### src/restriction_site_fragmenter_macros.svh
// Assertion macros used by the restriction site fragmenter top level.
`ifndef RESTRICTION_SITE_FRAGMENTER_MACROS_SVH
`define RESTRICTION_SITE_FRAGMENTER_MACROS_SVH

// Checks that the consequent holds in the same cycle as the antecedent.
`define RSF_ASSERT_SAME(label, clk, rst, ante, cons, msg) \
   label: assert property (@(posedge clk) disable iff (rst) (ante) |-> (cons)) \
      else $error(msg);

// Checks that the consequent holds in the cycle after the antecedent.
`define RSF_ASSERT_NEXT(label, clk, rst, ante, cons, msg) \
   label: assert property (@(posedge clk) disable iff (rst) (ante) |=> (cons)) \
      else $error(msg);

`endif

### src/rsf_pkg.sv
// Package with the types, constants and helper functions of the fragmenter.
package rsf_pkg;

   localparam int POSITION_BITS = 32;
   localparam int WIN_DEPTH = 9;
   localparam int FIELD_BITS = 32;
   localparam int QUEUE_DEPTH = 4;
   localparam int QUEUE_PTR_BITS = $clog2(QUEUE_DEPTH);
   localparam int QUEUE_COUNT_BITS = $clog2(QUEUE_DEPTH + 1);

   typedef logic [POSITION_BITS-1:0] pos_type;
   typedef logic [FIELD_BITS-1:0] field_type;

   localparam pos_type POS_MAX = '1;
   localparam pos_type CUT_OFFSET = pos_type'(4);

   typedef enum logic {
      ENZ_XBAI,
      ENZ_XMNI
   } rsf_enzyme_type;

   localparam logic [7:0] LETTER_NONE = 8'h00;
   localparam logic [7:0] LETTER_A = 8'h41;
   localparam logic [7:0] LETTER_C = 8'h43;
   localparam logic [7:0] LETTER_G = 8'h47;
   localparam logic [7:0] LETTER_T = 8'h54;

   localparam logic [7:0] NEWEST_XBAI = LETTER_A;
   localparam logic [7:0] NEWEST_XMNI = LETTER_C;

   typedef struct packed {
      logic       xbai_care;
      logic [7:0] xbai_letter;
      logic       xmni_care;
      logic [7:0] xmni_letter;
   } rsf_cell_cfg_type;

   // Entry zero holds the base just before the newest one.
   localparam rsf_cell_cfg_type CELL_CFG [WIN_DEPTH] = '{
      '{1'b1, LETTER_G, 1'b1, LETTER_T},
      '{1'b1, LETTER_A, 1'b1, LETTER_T},
      '{1'b1, LETTER_T, 1'b0, LETTER_NONE},
      '{1'b1, LETTER_C, 1'b0, LETTER_NONE},
      '{1'b1, LETTER_T, 1'b0, LETTER_NONE},
      '{1'b0, LETTER_NONE, 1'b0, LETTER_NONE},
      '{1'b0, LETTER_NONE, 1'b1, LETTER_A},
      '{1'b0, LETTER_NONE, 1'b1, LETTER_A},
      '{1'b0, LETTER_NONE, 1'b1, LETTER_G}
   };

   typedef struct packed {
      field_type fragment_start;
      field_type fragment_length;
      field_type fragment_number;
      logic      final_fragment;
      field_type longest_fragment;
   } rsf_result_type;

   typedef struct packed {
      logic [1:0]     count;
      rsf_result_type first;
      rsf_result_type second;
   } rsf_push_type;

   function automatic pos_type sat_inc(pos_type v);
      return (v == POS_MAX) ? v : v + pos_type'(1);
   endfunction

   function automatic field_type to_field(pos_type v);
      logic [63:0] wide;
      wide = 64'(v);
      return wide[FIELD_BITS-1:0];
   endfunction

endpackage

### src/restriction_site_fragmenter.sv
// Top level of the restriction site fragmenter: window cells, tracker and queue.
//
// The block takes one base per cycle unless req_stall is high and answers it
// with zero, one or two results: a fragment closed by a recognition site, and
// on the final base the closing fragment, its number and the longest length.
// A row of nine window cells shifts the bases along and compares each against
// the selected site in the same cycle. The results of a base are written into
// a four-entry result queue at the edge that accepts the base, and rsp_valid is
// high in the cycle after that transfer. The input stalls only while the queue
// has fewer than two free entries; with the result side draining one result
// per cycle the sustained rate is one base per cycle. There is no clearing pass
// after reset. The user must write the enzyme register only while no transfer
// is under way; the block itself does not enforce this.
`include "restriction_site_fragmenter_macros.svh"

module restriction_site_fragmenter (
   input  logic                    clock,
   input  logic                    reset,
   input  logic                    csr_write_enable,
   input  logic                    csr_write_data,
   input  logic                    req_valid,
   output logic                    req_stall,
   input  logic [7:0]              req_base_char,
   input  logic                    req_end_of_sequence,
   output logic                    rsp_valid,
   input  logic                    rsp_stall,
   output rsf_pkg::field_type      rsp_fragment_start,
   output rsf_pkg::field_type      rsp_fragment_length,
   output rsf_pkg::field_type      rsp_fragment_number,
   output logic                    rsp_final_fragment,
   output rsf_pkg::field_type      rsp_longest_fragment
);
   import rsf_pkg::*;

   rsf_enzyme_type enzyme_ff;
   logic           accept;
   logic           room;
   logic [7:0]     chain [WIN_DEPTH];
   logic [WIN_DEPTH-1:0] cell_match;
   rsf_push_type   push;
   rsf_result_type head;

   always_ff @(posedge clock) begin
      if (reset) begin
         enzyme_ff <= ENZ_XBAI;
      end else if (csr_write_enable) begin
         enzyme_ff <= rsf_enzyme_type'(csr_write_data);
      end
   end

   assign req_stall = !room;
   assign accept = req_valid && !req_stall;

   for (genvar i = 0; i < WIN_DEPTH; i++) begin : g_cell
      rsf_window_cell u_cell (
         .clock      (clock),
         .reset      (reset),
         .shift      (accept),
         .clear      (accept && req_end_of_sequence),
         .enzyme     (enzyme_ff),
         .cfg        (CELL_CFG[i]),
         .shift_byte ((i == 0) ? req_base_char : chain[(i == 0) ? 0 : i - 1]),
         .byte_out   (chain[i]),
         .match      (cell_match[i])
      );
   end

   rsf_tracker u_tracker (
      .clock           (clock),
      .reset           (reset),
      .accept          (accept),
      .base_char       (req_base_char),
      .end_of_sequence (req_end_of_sequence),
      .enzyme          (enzyme_ff),
      .window_match    ((&cell_match) && (chain[WIN_DEPTH-1] == chain[WIN_DEPTH-1])),
      .push            (push)
   );

   rsf_result_queue u_queue (
      .clock     (clock),
      .reset     (reset),
      .push      (push),
      .room      (room),
      .rsp_valid (rsp_valid),
      .rsp_stall (rsp_stall),
      .head      (head)
   );

   assign rsp_fragment_start = head.fragment_start;
   assign rsp_fragment_length = head.fragment_length;
   assign rsp_fragment_number = head.fragment_number;
   assign rsp_final_fragment = head.final_fragment;
   assign rsp_longest_fragment = head.longest_fragment;

   `RSF_ASSERT_NEXT(a_push_shows, clock, reset, push.count != 2'd0, rsp_valid, "queued result not shown")
   `RSF_ASSERT_SAME(a_stall_needs_data, clock, reset, !rsp_valid, !req_stall, "input stalled with empty queue")
   `RSF_ASSERT_SAME(a_pair_order, clock, reset, push.count == 2'd2, !push.first.final_fragment && push.second.final_fragment, "two results out of order")
   `RSF_ASSERT_SAME(a_longest_final_only, clock, reset, rsp_valid && !rsp_final_fragment, rsp_longest_fragment == '0, "longest length on a site fragment")

endmodule

### src/rsf_window_cell.sv
// One cell of the base window: holds a byte, shifts it on, and matches it.
module rsf_window_cell (
   input  logic                      clock,
   input  logic                      reset,
   input  logic                      shift,
   input  logic                      clear,
   input  rsf_pkg::rsf_enzyme_type   enzyme,
   input  rsf_pkg::rsf_cell_cfg_type cfg,
   input  logic [7:0]                shift_byte,
   output logic [7:0]                byte_out,
   output logic                      match
);
   import rsf_pkg::*;

   logic [7:0] byte_ff;
   logic [7:0] byte_in;

   always_comb begin
      byte_in = byte_ff;
      if (clear) begin
         byte_in = LETTER_NONE;
      end else if (shift) begin
         byte_in = shift_byte;
      end
   end

   always_ff @(posedge clock) begin
      if (reset) begin
         byte_ff <= LETTER_NONE;
      end else begin
         byte_ff <= byte_in;
      end
   end

   always_comb begin
      case (enzyme)
         ENZ_XBAI: match = !cfg.xbai_care || (byte_ff == cfg.xbai_letter);
         ENZ_XMNI: match = !cfg.xmni_care || (byte_ff == cfg.xmni_letter);
         default:  match = 1'b0;
      endcase
   end

   assign byte_out = byte_ff;

endmodule

### src/rsf_tracker.sv
// Position, cut and fragment bookkeeping that forms the results of each base.
module rsf_tracker (
   input  logic                    clock,
   input  logic                    reset,
   input  logic                    accept,
   input  logic [7:0]              base_char,
   input  logic                    end_of_sequence,
   input  rsf_pkg::rsf_enzyme_type enzyme,
   input  logic                    window_match,
   output rsf_pkg::rsf_push_type   push
);
   import rsf_pkg::*;

   pos_type position_ff, position_in;
   pos_type prev_cut_ff, prev_cut_in;
   pos_type frag_count_ff, frag_count_in;
   pos_type longest_ff, longest_in;

   logic           newest_match;
   logic           site;
   pos_type        cut;
   pos_type        site_len;
   pos_type        prev_after_site;
   pos_type        count_after_site;
   pos_type        longest_after_site;
   pos_type        total;
   pos_type        final_len;
   pos_type        longest_final;
   rsf_result_type site_res;
   rsf_result_type final_res;

   always_comb begin
      case (enzyme)
         ENZ_XBAI: newest_match = (base_char == NEWEST_XBAI);
         ENZ_XMNI: newest_match = (base_char == NEWEST_XMNI);
         default:  newest_match = 1'b0;
      endcase
      site = newest_match && window_match;

      cut = (position_ff >= CUT_OFFSET) ? position_ff - CUT_OFFSET : '0;
      site_len = (cut > prev_cut_ff) ? cut - prev_cut_ff : '0;
      prev_after_site = site ? cut : prev_cut_ff;
      count_after_site = site ? sat_inc(frag_count_ff) : frag_count_ff;
      longest_after_site = (site && site_len > longest_ff) ? site_len : longest_ff;

      total = sat_inc(position_ff);
      final_len = (total > prev_after_site) ? total - prev_after_site : '0;
      longest_final = (final_len > longest_after_site) ? final_len : longest_after_site;

      site_res.fragment_start = to_field(prev_cut_ff);
      site_res.fragment_length = to_field(site_len);
      site_res.fragment_number = to_field(frag_count_ff);
      site_res.final_fragment = 1'b0;
      site_res.longest_fragment = '0;

      final_res.fragment_start = to_field(prev_after_site);
      final_res.fragment_length = to_field(final_len);
      final_res.fragment_number = to_field(count_after_site);
      final_res.final_fragment = 1'b1;
      final_res.longest_fragment = to_field(longest_final);

      push.first = site ? site_res : final_res;
      push.second = final_res;
      if (!accept) begin
         push.count = 2'd0;
      end else begin
         push.count = 2'(site) + 2'(end_of_sequence);
      end

      position_in = position_ff;
      prev_cut_in = prev_cut_ff;
      frag_count_in = frag_count_ff;
      longest_in = longest_ff;
      if (accept) begin
         if (end_of_sequence) begin
            position_in = '0;
            prev_cut_in = '0;
            frag_count_in = '0;
            longest_in = '0;
         end else begin
            position_in = total;
            prev_cut_in = prev_after_site;
            frag_count_in = count_after_site;
            longest_in = longest_after_site;
         end
      end
   end

   always_ff @(posedge clock) begin
      if (reset) begin
         position_ff <= '0;
         prev_cut_ff <= '0;
         frag_count_ff <= '0;
         longest_ff <= '0;
      end else begin
         position_ff <= position_in;
         prev_cut_ff <= prev_cut_in;
         frag_count_ff <= frag_count_in;
         longest_ff <= longest_in;
      end
   end

endmodule

### src/rsf_result_queue.sv
// Small result queue that takes up to two results a cycle and hands out one unless stalled.
module rsf_result_queue (
   input  logic                  clock,
   input  logic                  reset,
   input  rsf_pkg::rsf_push_type push,
   output logic                  room,
   output logic                  rsp_valid,
   input  logic                  rsp_stall,
   output rsf_pkg::rsf_result_type head
);
   import rsf_pkg::*;

   rsf_result_type entry_ff [QUEUE_DEPTH];
   logic [QUEUE_PTR_BITS-1:0]   rd_ff, rd_in;
   logic [QUEUE_PTR_BITS-1:0]   wr_ff, wr_in;
   logic [QUEUE_COUNT_BITS-1:0] count_ff, count_in;
   logic [QUEUE_PTR_BITS-1:0]   wr_next;
   logic                        pop;

   assign pop = (count_ff != '0) && !rsp_stall;
   assign wr_next = wr_ff + QUEUE_PTR_BITS'(1);

   always_comb begin
      rd_in = pop ? rd_ff + QUEUE_PTR_BITS'(1) : rd_ff;
      wr_in = wr_ff + QUEUE_PTR_BITS'(push.count);
      count_in = count_ff + QUEUE_COUNT_BITS'(push.count) - QUEUE_COUNT_BITS'(pop);
   end

   always_ff @(posedge clock) begin
      if (reset) begin
         rd_ff <= '0;
         wr_ff <= '0;
         count_ff <= '0;
      end else begin
         rd_ff <= rd_in;
         wr_ff <= wr_in;
         count_ff <= count_in;
      end
   end

   always_ff @(posedge clock) begin
      for (int i = 0; i < QUEUE_DEPTH; i++) begin
         if (push.count != 2'd0 && wr_ff == QUEUE_PTR_BITS'(i)) begin
            entry_ff[i] <= push.first;
         end else if (push.count == 2'd2 && wr_next == QUEUE_PTR_BITS'(i)) begin
            entry_ff[i] <= push.second;
         end
      end
   end

   assign room = (count_ff <= QUEUE_COUNT_BITS'(QUEUE_DEPTH - 2));
   assign rsp_valid = (count_ff != '0);
   assign head = entry_ff[rd_ff];

endmodule

### config.mk
export PLATFORM = sky130hd
export DESIGN_NAME = restriction_site_fragmenter
export DESIGN_NICKNAME = d
export VERILOG_FILES = /design/src/rsf_pkg.sv /design/src/restriction_site_fragmenter.sv /design/src/rsf_window_cell.sv /design/src/rsf_tracker.sv /design/src/rsf_result_queue.sv
export VERILOG_INCLUDE_DIRS = /design/src /design/src/src
export SDC_FILE = /design/constraint.sdc
export NUM_CORES = 2
export LEC_CHECK = 0
export BUFFER_PORTS_ARGS = -buffer_cell sky130_fd_sc_hd__buf_2
export CAP_MARGIN = 20
export CORE_MARGIN = 2
export CORE_UTILIZATION = 30
export CTS_CLUSTER_SIZE = 16
export DETAILED_ROUTE_END_ITERATION = 12
export MAX_ROUTING_LAYER = met4
export PLACE_DENSITY = 0.57
export SLEW_MARGIN = 0
export SYNTH_ARGS = -nofsm -noshare
export SYNTH_HDL_FRONTEND = slang
export SYNTH_SLANG_ARGS = --single-unit
export TNS_END_PERCENT = 10
### constraint.sdc
create_clock -name clock -period 12.2 [get_ports clock]
set_clock_uncertainty 0.15 [all_clocks]
set_input_delay 1.22 -clock clock [delete_from_list [all_inputs] [get_ports clock]]
set_output_delay 1.22 -clock clock [all_outputs]
set_load 0.01 [all_outputs]
==> impl.org <==
** Run status
- The run finished with clean final reports.

** Critical path
- Arrival time of data at the critical path endpoint :: 11,650 ps
- Counting stages on the worst path, the most repeated cell is sky130_fd_sc_hd__nor2_1.
- On the worst path, the slowest cell contributes a delay of 630 ps.
- Startpoint types :: flip-flop
- Data on the critical path is required at its endpoint by 12,450 ps.
- Critical-path maximum fanout :: 31
- By startpoint and endpoint, the worst setup path is classified as flip-flop to flip-flop.
- STA classifies the critical path endpoint as a flip-flop.
- Worst-path cell with the longest stage delay :: sky130_fd_sc_hd__or4_1

** Timing
- Post-route clock period utilization :: roughly 93%
- At the pin with the least slew margin, the transition time is 1140 ps.
- In the final timing run, aggregate negative setup slack is 0 ps.
- Normalized max-slew margin :: 23.9%
- For the finished layout, the period the worst path requires is approximately 11,000 ps.
- Setup violations remaining at the end of the flow were counted as 0.
- Setup repair after global routing missed its margin :: no
- The hold violation total from the final report came to 0.
- The total count of max-transition violations in the final report came to 0.
- F_max :: 87.7 MHz

** Synth
- The number of different library cells used by synthesis comes to 82.
- Among all flip-flop cells after synthesis, the most frequent one is sky130_fd_sc_hd__edfxtp_1.
- The average instance in the mapped netlist occupies about 10 sq um.
- Flip-flop and latch count after synthesis :: 726
- Mapped Area :: 40,200 sq um
- Post-synthesis sequential area ratio :: just under 50%
- Count of flip-flops with a built-in enable after synthesis :: 515
- Syn Inst Count :: between 4,000 and 5,000
- For this run, the number of Yosys warnings is 0.
- Share of flip-flops with an asynchronous set or reset after synthesis :: 0%
- When the netlist entered floorplanning its net count stood at 4,173.

** Min path
- The min-delay analysis places its worst path in the category flip-flop to flip-flop.

** Clock network
- The H-tree was split into 3 levels.
- Clock tree synthesis selected as its root buffer the cell sky130_fd_sc_hd__clkbuf_16.
- Clock latency on the worst-skew pair, taken at its later pin, is 710 ps.
- Setup fix buffers added after clock tree synthesis :: 0
- The clock drives 726 sinks.
- Clock-pin transition on the worst setup and hold timing paths :: about 70 ps
- Clock tree from TritonCTS :: built
- Total CTS buffers :: 80
- No sink is reached through more buffers than the 3 on the longest clock path.

** Floorplanning
- Die height :: 370 um
- Die span in x :: 370 um
- Row cnt :: roughly 130
- Total die area :: around 140,000 sq um
- The total area inside the core boundary comes to between 100,000 and 150,000 sq um.
- Initial core utilization :: approximately 30%
- I/O pin total :: 146

** Layout
- Ratio of cells with drive above 1 in the final layout :: between 10% and 20%
- Nets@finish :: 4,183
- Fill cells in the final layout number 13,400.
- Signed area change from the synthesized netlist to the final layout :: 13.4%

** Placed design
- Routability-driven placement finished with a final weighted congestion of roughly 0.94.
- During placement, the flow inserted port buffers numbering 145.
- The wire-length estimate of the detail-placed layout is between 80 and 90 mm.

** Pwr
- Total power after layout :: 0.00678 W
- In this run the static leakage power is ~16 nW.
- Power spread over the standard cell area amounts to 149 nW/um^2.
- Across the VDD grid, the largest voltage drop is 0.000135 V.

** Routing
- Average wire per cell in the routed design :: roughly 22 um
- In this run the remaining antenna-violating nets after routing total 0.
- In this run, the number of DRC markers left after iteration 0 of detailed routing was 2,856.
- Across all layers, the routed design uses 31,100 vias.
- In the routed layout, each cell is associated on average with a via count of 5.30.
- The first TritonRoute pass finished after 6 iterations.
- After detailed routing, the number of remaining DRC violations is 0.
- Wires add up to 128 mm.

** Global route
- After global routing the overflow that remains totals 0.
- Pin count of the biggest net entering global routing :: a little under 90
- The via count of the first global-routing pass came to 29,600.
- Tot GR Track Use :: 18.9%
- The first global-routing pass estimated 191 mm of wire.
- The initial antenna violation count was 3.

** Run
- Max-cap violations in this run came to 0.
-- Yosys cell counts, types with 29 or more instances --
cell	n	area share (%)
sky130_fd_sc_hd__inv_1	167	1.6
sky130_fd_sc_hd__o21ai_0	356	4.4
sky130_fd_sc_hd__buf_1	35	0.33
sky130_fd_sc_hd__nand3_1	49	0.61
sky130_fd_sc_hd__clkbuf_1	237	2.2
sky130_fd_sc_hd__nand4_1	39	0.61
sky130_fd_sc_hd__a21oi_1	215	2.7
sky130_fd_sc_hd__nand2_1	619	5.8
sky130_fd_sc_hd__dfxtp_1	211	11
sky130_fd_sc_hd__edfxtp_1	515	39
sky130_fd_sc_hd__xor2_1	78	1.7
sky130_fd_sc_hd__nor3_1	61	0.76
sky130_fd_sc_hd__mux4_2	129	7.2
sky130_fd_sc_hd__a21o_1	48	0.90
sky130_fd_sc_hd__or3_1	29	0.45
sky130_fd_sc_hd__o22ai_1	41	0.64
sky130_fd_sc_hd__nor2_1	446	4.2
sky130_fd_sc_hd__mux2i_1	63	1.6
sky130_fd_sc_hd__ha_1	137	4.3
sky130_fd_sc_hd__a22oi_1	46	0.86
sky130_fd_sc_hd__xnor2_1	109	2.4
-- registers in the layout, indices dropped and copies added, names as in the netlist, named ones only --
name	cells
u_tracker.frag_count_ff	32
u_tracker.longest_ff	32
u_tracker.prev_cut_ff	32
u_queue.wr_ff	2
u_queue.rd_ff	2
u_tracker.position_ff	32
u_queue.entry_ff	516
u_queue.count_ff	3
g_cell.u_cell.byte_out	72
enzyme_ff	1
-- layout make-up --
cell class	instances	area [sq um]	area share (%)
multi-input cells	2840	19000	41.6
repair buffers	213	1260	2.77
flip-flops and latches	726	19700	43.2
clock inverters	41	542	1.19
diodes	3	7.51	0.0165
clock buffers	106	2230	4.90
inverters	167	627	1.38
well taps	1768	2210	4.86
-- per-stage QoR --
step / setup WS [ps] / instance area (sq um) / instances / hold slack, ps / utilization [%]
finish: 802 / 45500 / 5864 / 297 / 34.2
global route: 21.0 / 45500 / 5861 / 313 / 34.2
CTS: 776 / 45500 / 5861 / 299 / 34.2
detailed placement: 875 / 42700 / 5714 / 288 / 32.1
global placement: 1040 / 42700 / 5713 / 289 / 32.1
floorplan: 2300 / 40200 / 4018 / 268 / -
-- power breakdown --
part           internal [W]  total [W]  switching (W)
clock network       0.00146    0.00255        0.00109
registers           0.00274    0.00281      0.0000790
logic              0.000565    0.00142       0.000854
total               0.00476    0.00678        0.00202
-- cells by family after synthesis --
family / Yosys count / share of synthesized area (%)
buf+inv: 452 / 4.31
mux: 216 / 9.54
xor+xnor: 187 / 4.08
simple gates: 1409 / 15.4
compound gates: 888 / 13.3
fa+ha+maj: 140 / 4.42
flops: 726 / 49.0
-- worst max-delay path: cells and delay by family, from the launching register on --
| family | cells | cell delay, ps |
|---|---|---|
| AOI/OAI and AO/OA | 15 | 3860 |
| and+or+nand+nor | 13 | 3790 |
| buffers and inverters | 6 | 1230 |
| adders and majority gates | 3 | 940 |
| muxes | 2 | 710 |
| DFF | 1 | 400 |
-- final timing paths --
path / from / end / slack (ps) / cells past startpoint
max reg2reg: u_tracker.position_ff[17]$_SDFFE_PP0P_ / u_queue.entry_ff[3][20]$_DFFE_PP_ / 800 / 39
min reg2reg: u_queue.entry_ff[2][32]$_SDFFE_PP1P_ / u_queue.entry_ff[2][32]$_SDFFE_PP1P_ / 300 / 2
min: u_queue.entry_ff[2][32]$_SDFFE_PP1P_ / u_queue.entry_ff[2][32]$_SDFFE_PP1P_ / 300 / 2
max: u_tracker.position_ff[17]$_SDFFE_PP0P_ / u_queue.entry_ff[3][20]$_DFFE_PP_ / 800 / 39
-- cell usage in the layout (no fill, tap or decap), types with 39 or more instances in the layout --
master	instances
sky130_fd_sc_hd__mux2i_1	63
sky130_fd_sc_hd__a21oi_1	212
sky130_fd_sc_hd__a22oi_1	46
sky130_fd_sc_hd__edfxtp_1	515
sky130_fd_sc_hd__xor2_1	78
sky130_fd_sc_hd__buf_2	145
sky130_fd_sc_hd__nand3_1	47
sky130_fd_sc_hd__inv_1	167
sky130_fd_sc_hd__a21o_1	47
sky130_fd_sc_hd__nand4_1	39
sky130_fd_sc_hd__nor2_1	438
sky130_fd_sc_hd__ha_1	137
sky130_fd_sc_hd__nand2_1	614
sky130_fd_sc_hd__o22ai_1	41
sky130_fd_sc_hd__clkbuf_16	80
sky130_fd_sc_hd__mux4_2	129
sky130_fd_sc_hd__xnor2_1	109
sky130_fd_sc_hd__dfxtp_1	209
sky130_fd_sc_hd__nor3_1	56
sky130_fd_sc_hd__o21ai_0	353
sky130_fd_sc_hd__buf_4	66
-- per-layer routing --
layer | routed length [um] | vias to the layer above | share of wire, % | GRT usage, %
li1 | - | 14500 | - | -
met1 | 57300 | 15400 | 45 | 25.7
met2 | 59100 | 1079 | 46 | 29.4
met3 | 8510 | 177 | 6.7 | 2.67
met4 | 3030 | 0 | 2.4 | 5.27
met5 | 0 | - | 0 | -
-- repair_timing --
action / in CTS / in global routing
gates resized for setup: 0 / 6
hold buffers: 0 / 0
endpoints found under the setup margin: 0 / 123
Note: power is estimated with default switching activity, not from simulation.
